File: src/tcpq_pkg.sv
package tcpq_pkg;

  localparam int QUEUE_DEPTH   = 16;
  localparam int ID_WIDTH      = 16;
  localparam int LIMIT_WIDTH   = 5;
  localparam logic [LIMIT_WIDTH-1:0] LIMIT_RESET = LIMIT_WIDTH'(5);

  localparam logic CLASS_ORDINARY = 1'b0;
  localparam logic CLASS_PRIORITY = 1'b1;

  typedef enum logic {
    OP_ARRIVE = 1'b0,
    OP_SERVE  = 1'b1
  } op_t;

  typedef enum logic [1:0] {
    ST_ADMITTED    = 2'd0,
    ST_TURNED_AWAY = 2'd1,
    ST_SERVED      = 2'd2,
    ST_EMPTY       = 2'd3
  } status_t;

  typedef struct packed {
    op_t  operation;
    logic client_class;
  } in_item_t;

  typedef struct packed {
    status_t             status;
    logic [ID_WIDTH-1:0] client_id;
    logic                served_class;
  } out_item_t;

  // per-queue command from the top level to a chain
  typedef struct packed {
    logic push;
    logic pop;
  } chain_ctrl_t;

endpackage

File: src/tcpq_cell.sv
module tcpq_cell (
  input  logic                          clk,
  input  logic                          load,
  input  logic                          shift,
  input  logic [tcpq_pkg::ID_WIDTH-1:0] push_id,
  input  logic [tcpq_pkg::ID_WIDTH-1:0] nbr_id,
  output logic [tcpq_pkg::ID_WIDTH-1:0] id
);
  import tcpq_pkg::*;

  logic [ID_WIDTH-1:0] id_r;

  // load takes the arriving id, shift takes the right neighbor's id
  always_ff @(posedge clk) begin
    if (load) begin
      id_r <= push_id;
    end else if (shift) begin
      id_r <= nbr_id;
    end
  end

  assign id = id_r;

endmodule

File: src/tcpq_chain.sv
module tcpq_chain #(
  parameter int DEPTH = tcpq_pkg::QUEUE_DEPTH
) (
  input  logic                          clk,
  input  logic                          rst_n,
  input  tcpq_pkg::chain_ctrl_t         ctrl,
  input  logic [tcpq_pkg::ID_WIDTH-1:0] push_id,
  output logic [tcpq_pkg::ID_WIDTH-1:0] head_id,
  output logic [$clog2(DEPTH+1)-1:0]    fill
);
  import tcpq_pkg::*;

  localparam int FILL_W = $clog2(DEPTH + 1);

  logic [FILL_W-1:0]   fill_r;
  logic [FILL_W-1:0]   fill_nxt;
  logic [ID_WIDTH-1:0] cell_id [DEPTH];

  // cell 0 is the head; a pop shifts every cell one place toward it,
  // a push writes the cell just past the last occupied one
  for (genvar i = 0; i < DEPTH; i++) begin : g_cell
    logic [ID_WIDTH-1:0] nbr;
    if (i == DEPTH - 1) begin : g_last
      assign nbr = cell_id[i];
    end else begin : g_mid
      assign nbr = cell_id[i+1];
    end
    tcpq_cell u_cell (
      .clk     (clk),
      .load    (ctrl.push && (fill_r == FILL_W'(i))),
      .shift   (ctrl.pop),
      .push_id (push_id),
      .nbr_id  (nbr),
      .id      (cell_id[i])
    );
  end

  always_comb begin
    fill_nxt = fill_r;
    if (ctrl.push) begin
      fill_nxt = fill_r + FILL_W'(1);
    end else if (ctrl.pop) begin
      fill_nxt = fill_r - FILL_W'(1);
    end
  end

  always_ff @(posedge clk) begin
    if (!rst_n) begin
      fill_r <= '0;
    end else begin
      fill_r <= fill_nxt;
    end
  end

  assign head_id = cell_id[0];
  assign fill    = fill_r;

endmodule

File: src/two_class_priority_queue_admit.sv
// Channel | Direction | Handshake          | Payload
// in_     | input     | in_valid/in_ready   | tcpq_pkg::in_item_t  (operation, client_class)
// out_    | output    | out_valid/out_ready | tcpq_pkg::out_item_t (status, client_id, served_class)
// cfg_    | input     | cfg_we, no wait     | cfg_wdata = waiting_limit
//
// Cycles: one transfer per cycle unless stalled; the result appears the cycle after the transfer.
// The limit compare, queue select and head read are all combinational, ahead of the output register.
// Reset (rst_n low, synchronous) empties both queues, zeroes the id counter and
// sets waiting_limit to 5. Cell contents are not reset; fill counts guard them.
// Stalls: a held result blocks input only while out_ready is low.
module two_class_priority_queue_admit #(
  parameter int QUEUE_DEPTH = tcpq_pkg::QUEUE_DEPTH
) (
  input  logic                             clk,
  input  logic                             rst_n,
  input  logic                             in_valid,
  output logic                             in_ready,
  input  tcpq_pkg::in_item_t               in_data,
  output logic                             out_valid,
  input  logic                             out_ready,
  output tcpq_pkg::out_item_t              out_data,
  input  logic                             cfg_we,
  input  logic [tcpq_pkg::LIMIT_WIDTH-1:0] cfg_wdata
);
  import tcpq_pkg::*;

  localparam int FILL_W  = $clog2(QUEUE_DEPTH + 1);
  localparam int TOT_W   = $clog2(2 * QUEUE_DEPTH + 1);
  localparam int CMP_W   = (TOT_W > LIMIT_WIDTH) ? TOT_W : LIMIT_WIDTH;

  // configuration and id counter
  logic [LIMIT_WIDTH-1:0] limit_r;
  logic [ID_WIDTH-1:0]    next_id_r;
  logic [ID_WIDTH-1:0]    next_id_nxt;

  // output register
  logic      out_valid_r;
  logic      out_valid_nxt;
  out_item_t out_data_r;
  out_item_t out_data_nxt;

  // chain interfaces
  chain_ctrl_t         ord_ctrl;
  chain_ctrl_t         pri_ctrl;
  logic [ID_WIDTH-1:0] ord_head;
  logic [ID_WIDTH-1:0] pri_head;
  logic [FILL_W-1:0]   ord_fill;
  logic [FILL_W-1:0]   pri_fill;

  logic             accept;
  logic [TOT_W-1:0] total;
  logic             own_full;
  logic             admit;

  // the output register refills in the same cycle it is drained
  assign in_ready = !out_valid_r || out_ready;
  assign accept   = in_valid && in_ready;

  assign total    = TOT_W'(ord_fill) + TOT_W'(pri_fill);
  assign own_full = (in_data.client_class == CLASS_PRIORITY)
                    ? (pri_fill == FILL_W'(QUEUE_DEPTH))
                    : (ord_fill == FILL_W'(QUEUE_DEPTH));
  // shared tail-drop limit, plus the per-class capacity check
  assign admit    = (CMP_W'(total) < CMP_W'(limit_r)) && !own_full;

  tcpq_chain #(.DEPTH(QUEUE_DEPTH)) u_ord_chain (
    .clk     (clk),
    .rst_n   (rst_n),
    .ctrl    (ord_ctrl),
    .push_id (next_id_r),
    .head_id (ord_head),
    .fill    (ord_fill)
  );

  tcpq_chain #(.DEPTH(QUEUE_DEPTH)) u_pri_chain (
    .clk     (clk),
    .rst_n   (rst_n),
    .ctrl    (pri_ctrl),
    .push_id (next_id_r),
    .head_id (pri_head),
    .fill    (pri_fill)
  );

  always_comb begin
    ord_ctrl      = '0;
    pri_ctrl      = '0;
    next_id_nxt   = next_id_r;
    out_data_nxt  = out_data_r;
    out_valid_nxt = out_valid_r && !out_ready;

    if (accept) begin
      out_valid_nxt = 1'b1;
      case (in_data.operation)
        OP_ARRIVE: begin
          // the id is consumed whether or not the client gets in
          next_id_nxt               = next_id_r + ID_WIDTH'(1);
          out_data_nxt.client_id    = next_id_r;
          out_data_nxt.served_class = in_data.client_class;
          out_data_nxt.status       = admit ? ST_ADMITTED : ST_TURNED_AWAY;
          if (admit && (in_data.client_class == CLASS_PRIORITY)) begin
            pri_ctrl.push = 1'b1;
          end else if (admit) begin
            ord_ctrl.push = 1'b1;
          end
        end
        OP_SERVE: begin
          // strict priority: priority queue drains first
          if (pri_fill != '0) begin
            pri_ctrl.pop              = 1'b1;
            out_data_nxt.status       = ST_SERVED;
            out_data_nxt.client_id    = pri_head;
            out_data_nxt.served_class = CLASS_PRIORITY;
          end else if (ord_fill != '0) begin
            ord_ctrl.pop              = 1'b1;
            out_data_nxt.status       = ST_SERVED;
            out_data_nxt.client_id    = ord_head;
            out_data_nxt.served_class = CLASS_ORDINARY;
          end else begin
            out_data_nxt.status       = ST_EMPTY;
            out_data_nxt.client_id    = '0;
            out_data_nxt.served_class = CLASS_ORDINARY;
          end
        end
        default: begin
          out_data_nxt.status       = ST_EMPTY;
          out_data_nxt.client_id    = '0;
          out_data_nxt.served_class = CLASS_ORDINARY;
        end
      endcase
    end
  end

  always_ff @(posedge clk) begin
    if (!rst_n) begin
      limit_r     <= LIMIT_RESET;
      next_id_r   <= '0;
      out_valid_r <= 1'b0;
    end else begin
      if (cfg_we) begin
        limit_r <= cfg_wdata;
      end
      next_id_r   <= next_id_nxt;
      out_valid_r <= out_valid_nxt;
    end
  end

  // payload register, no reset needed
  always_ff @(posedge clk) begin
    out_data_r <= out_data_nxt;
  end

  assign out_valid = out_valid_r;
  assign out_data  = out_data_r;

endmodule

File: config.mk
export PLATFORM = sky130hd
export DESIGN_NAME = two_class_priority_queue_admit
export DESIGN_NICKNAME = d
export VERILOG_FILES = /design/src/tcpq_pkg.sv /design/src/tcpq_cell.sv /design/src/tcpq_chain.sv /design/src/two_class_priority_queue_admit.sv
export SDC_FILE = /design/constraint.sdc
export NUM_CORES = 1
export LEC_CHECK = 0
export BUFFER_PORTS_ARGS = -buffer_cell sky130_fd_sc_hd__buf_4
export CAP_MARGIN = 30
export CORE_UTILIZATION = 65
export CTS_BUF_LIST = sky130_fd_sc_hd__clkbuf_4 sky130_fd_sc_hd__clkbuf_8
export CTS_CLUSTER_SIZE = 28
export DETAILED_ROUTE_END_ITERATION = 10
export HOLD_SLACK_MARGIN = 0.03
export PLACE_DENSITY = 0.82
export SYNTH_ARGS = -nofsm -noshare
export SYNTH_HDL_FRONTEND = slang
export SYNTH_SLANG_ARGS = --single-unit
File: constraint.sdc
create_clock -name clk -period 7 [get_ports clk]
set_clock_uncertainty 0.1 [all_clocks]
set_input_delay 1.4 -clock clk [delete_from_list [all_inputs] [get_ports clk]]
set_output_delay 1.4 -clock clk [all_outputs]
set_load 0.02 [all_outputs]
==> key figures <==
Worst setup path
  – Critical Path Sink Type: flop
  – CP Cell Sequence: ha_1, fa_1, a21o_1, a21oi_1, xnor2_1, ha_1, a211o_1, a31oi_1, and3_1, nand4_1, nand2_1
  – Worst reg2reg endpoint: u_ord_chain.g_cell[10].u_cell.id[11]
  – Required time of the critical path: 7.16 ns
  – CP max stage delay: 0.86 ns
  – Crit-path most repeated cell: ha_1
  – Reg2reg path depth: 11
  – Setup crit end: u_ord_chain.g_cell[10].u_cell.id[11]
  – Crit-path max FO: 17
  – Setup CP Type: flop to flop
  – Crit path max-delay cell type: nand2_1
  – Worst r2r src: u_pri_chain.fill[0]
  – Crit path DAT: 5.10 ns
  – Beginning of the critical path: u_pri_chain.fill[0]
  – Worst Setup Start Kind: flop
  – R2R Setup Slk: 2.06 ns

Global routing
  – Initial antenna violation count: 1
  – Largest net degree at the start of global routing: 41
  – Vias in the first global route: 13500
  – Gr usage total: 25.9%
  – First-pass GRT wire length: 76.3 mm
  – Total grt overflow: 0

Floorplan
  – Effective utilization at floorplan: 66.2%
  – Die Width: 198 µm
  – Die Area: 39200 µm²
  – Row Count: 71
  – Core area: 37800 µm²
  – IO Count: 33
  – Die height: 198 µm

Logic synthesis
  – Leading register cell type out of synthesis: edfxtp_1
  – Syn Nets: 1578
  – Number of flops mapped to enable cells by yosys: 531
  – Yosys cell types: 51
  – Area leader, netlist: edfxtp_1
  – Number of synthesized register bits: 563
  – Synth Instances: 1542
  – Synth Warn #: 0
  – Post-synthesis cell area: 25000 µm²
  – Asr flop ratio synth: 0%
  – Sequential fraction of the synthesis area: 66.4%
  – Post-synth top area share: 63.8%
  – Mean area per synthesized cell: 16.2 µm²
  – Synth area leaders: edfxtp_1 64%, mux2_2 22%, dfxtp_1 2.6%, clkbuf_1 1.3%, ha_1 1.2%

Route
  – DR iter-0 viols: 1116
  – # DRC: 0
  – Antenna-violating nets left: 0
  – Vias per std cell: 6.09
  – DR WL/cell: 22.4 µm
  – Final wirelength: 48.7 mm
  – Drt first pass iters: 5
  – Vias: 13200

Worst hold path
  – Worst hold path class: flop to flop
  – Min-delay src: limit_r[1]

Power and ir drop
  – Combinational share of power: 19.2%
  – P per Cell Area: 323 nW/µm²
  – Clk pwr share: 30.2%
  – Leakage: 9.31 nW
  – NetSw: 2.49 mW
  – Worst vdd ir: 0.230 mV
  – Switch share: 27.8%
  – Int Power: 6.47 mW
  – Final Power: 8.96 mW
  – Sequential Power Share: 50.6%

STA
  – RSZ-0062 raised after global routing: no
  – Setup_tns: 0 ns
  – Period utilization: 70.6%
  – Fmax: 0.202 GHz
  – Slew Viols, Final: 0
  – Final hold vios: 0
  – Final setup viols: 0
  – Worst slew margin: 25.3%
  – Minimum clock period: 4.94 ns
  – Slew @ Worst Pin: 1.11 ns

Run status
  – Run status: finished clean

CTS
  – Setup Buffers After CTS: 0
  – Clock Tree Buf Depth: 3
  – PostCTS Resize Cnt: 0
  – H-tree Lvls: 3
  – Clock-pin slew on the worst setup and hold paths: 0.06 ns
  – Clock Latency Late Sink: 0.64 ns
  – CTS tree: done
  – CTS sink count: 563
  – Clock Tree Root: clkbuf_8
  – CTS buffer count: 87
  – Hold-fix buffers at CTS: 0

Final layout
  – Fin cells: 2173
  – Leading cell type in the layout, fill and taps excluded: edfxtp_1
  – Area Growth Syn to Fin: 10.9%
  – Nets@finish: 1631
  – Most frequent cells in the layout: 531 x edfxtp_1, 481 x mux2_2, 93 x clkbuf_8
  – Layout cells sized above 1: 44.4%
  – FILL cells: 2234

Place
  – PortBufs: 32
  – Final RePlAce weighted congestion: 0.864
  – Final HPWL DP: 29.6 mm
  – DP Cell Count: 2013

Run
  – Maxcap violations: 0
-- synthesized netlist by cell type, types with 16 or more instances --
cell / number
a21oi_1: 25
a22oi_1: 16
buf_2: 31
clkbuf_1: 86
dfxtp_1: 32
edfxtp_1: 531
ha_1: 23
inv_1: 17
mux2_2: 481
nand2_1: 44
nand3_1: 20
nand4_1: 19
nor2_1: 44
o21ai_0: 20
-- cells by family (layout without fill, tap and decap cells) --
group,after synthesis,after routing,synth area share [%]
other,0,1,0
XOR/XNOR,17,17,0.596
buffers and inverters,143,262,2.30
multiplexers,485,485,21.8
flip-flops,563,563,66.4
adder cells (fa/ha/maj),24,24,1.23
AND/OR/NAND/NOR,216,216,5.16
AO/OA/AOI/OAI,94,94,2.46
-- critical path: cells and delay by family (launching register included) --
| family | cells | cell delay [ns] |
|---|---|---|
| and+or+nand+nor | 3 | 2.33 |
| AOI/OAI and AO/OA | 4 | 0.82 |
| adders and majority gates | 3 | 0.81 |
| DFF | 1 | 0.41 |
| xor gates and xnor gates | 1 | 0.08 |
-- layer usage --
layer,up-vias,track usage [%],part of all wire (%)
met2,437,42.3,50
met5,-,0,0
met4,0,10.9,2.9
met1,6644,34.2,41
met3,86,5.16,6.3
li1,6074,-,-
-- power groups by stage --
stage	clock network (mW)	logic (mW)	registers (mW)
floorplan	0	1.16	4.54
global placement	0	1.58	4.57
detailed placement	0	1.68	4.59
CTS	2.77	1.70	4.53
global route	2.92	1.85	4.57
finish	2.71	1.72	4.53
-- registers in the layout (all words and copies together), names as in the netlist --
| signal | flops |
|---|---|
| u_ord_chain.g_cell.u_cell.id | 256 |
| u_ord_chain.fill | 5 |
| u_pri_chain.fill | 5 |
| out_data | 19 |
| u_pri_chain.g_cell.u_cell.id | 256 |
| next_id_r | 16 |
| out_valid | 1 |
| limit_r | 5 |
-- through the flow --
step	utilization, %	area [µm²]	setup WS (ns)	hold slack [ns]
after floorplan	-	25000	2.64	0.324
after global placement	68.3	25800	1.85	0.388
after detailed placement	68.7	25900	1.91	0.399
after CTS	73.2	27700	1.86	0.413
after global routing	73.4	27700	1.72	0.421
final	73.4	27700	2.06	0.405
-- layout make-up --
cell class,instances,area (µm²),share of cell area (%)
clock buffer,124,1510,5.46
tap,511,639,2.31
sequential,563,16600,59.9
multi-input combinational,836,7930,28.6
timing repair buffer,90,754,2.72
inverter,17,63.8,0.230
antenna,1,2.50,0.00903
clock inverter,31,214,0.772
-- worst min path at each step --
stage	end	slack, ns	cells past startpoint
after CTS	limit_r[1]	0.41	2
after global placement	limit_r[3]	0.39	2
after global routing	u_pri_chain.g_cell[6].u_cell.id[0]	0.42	1
after detailed placement	limit_r[1]	0.40	2
after floorplan	u_ord_chain.g_cell[15].u_cell.id[11]	0.32	0
final	limit_r[1]	0.40	2
Note: power is estimated with default switching activity, not from simulation.
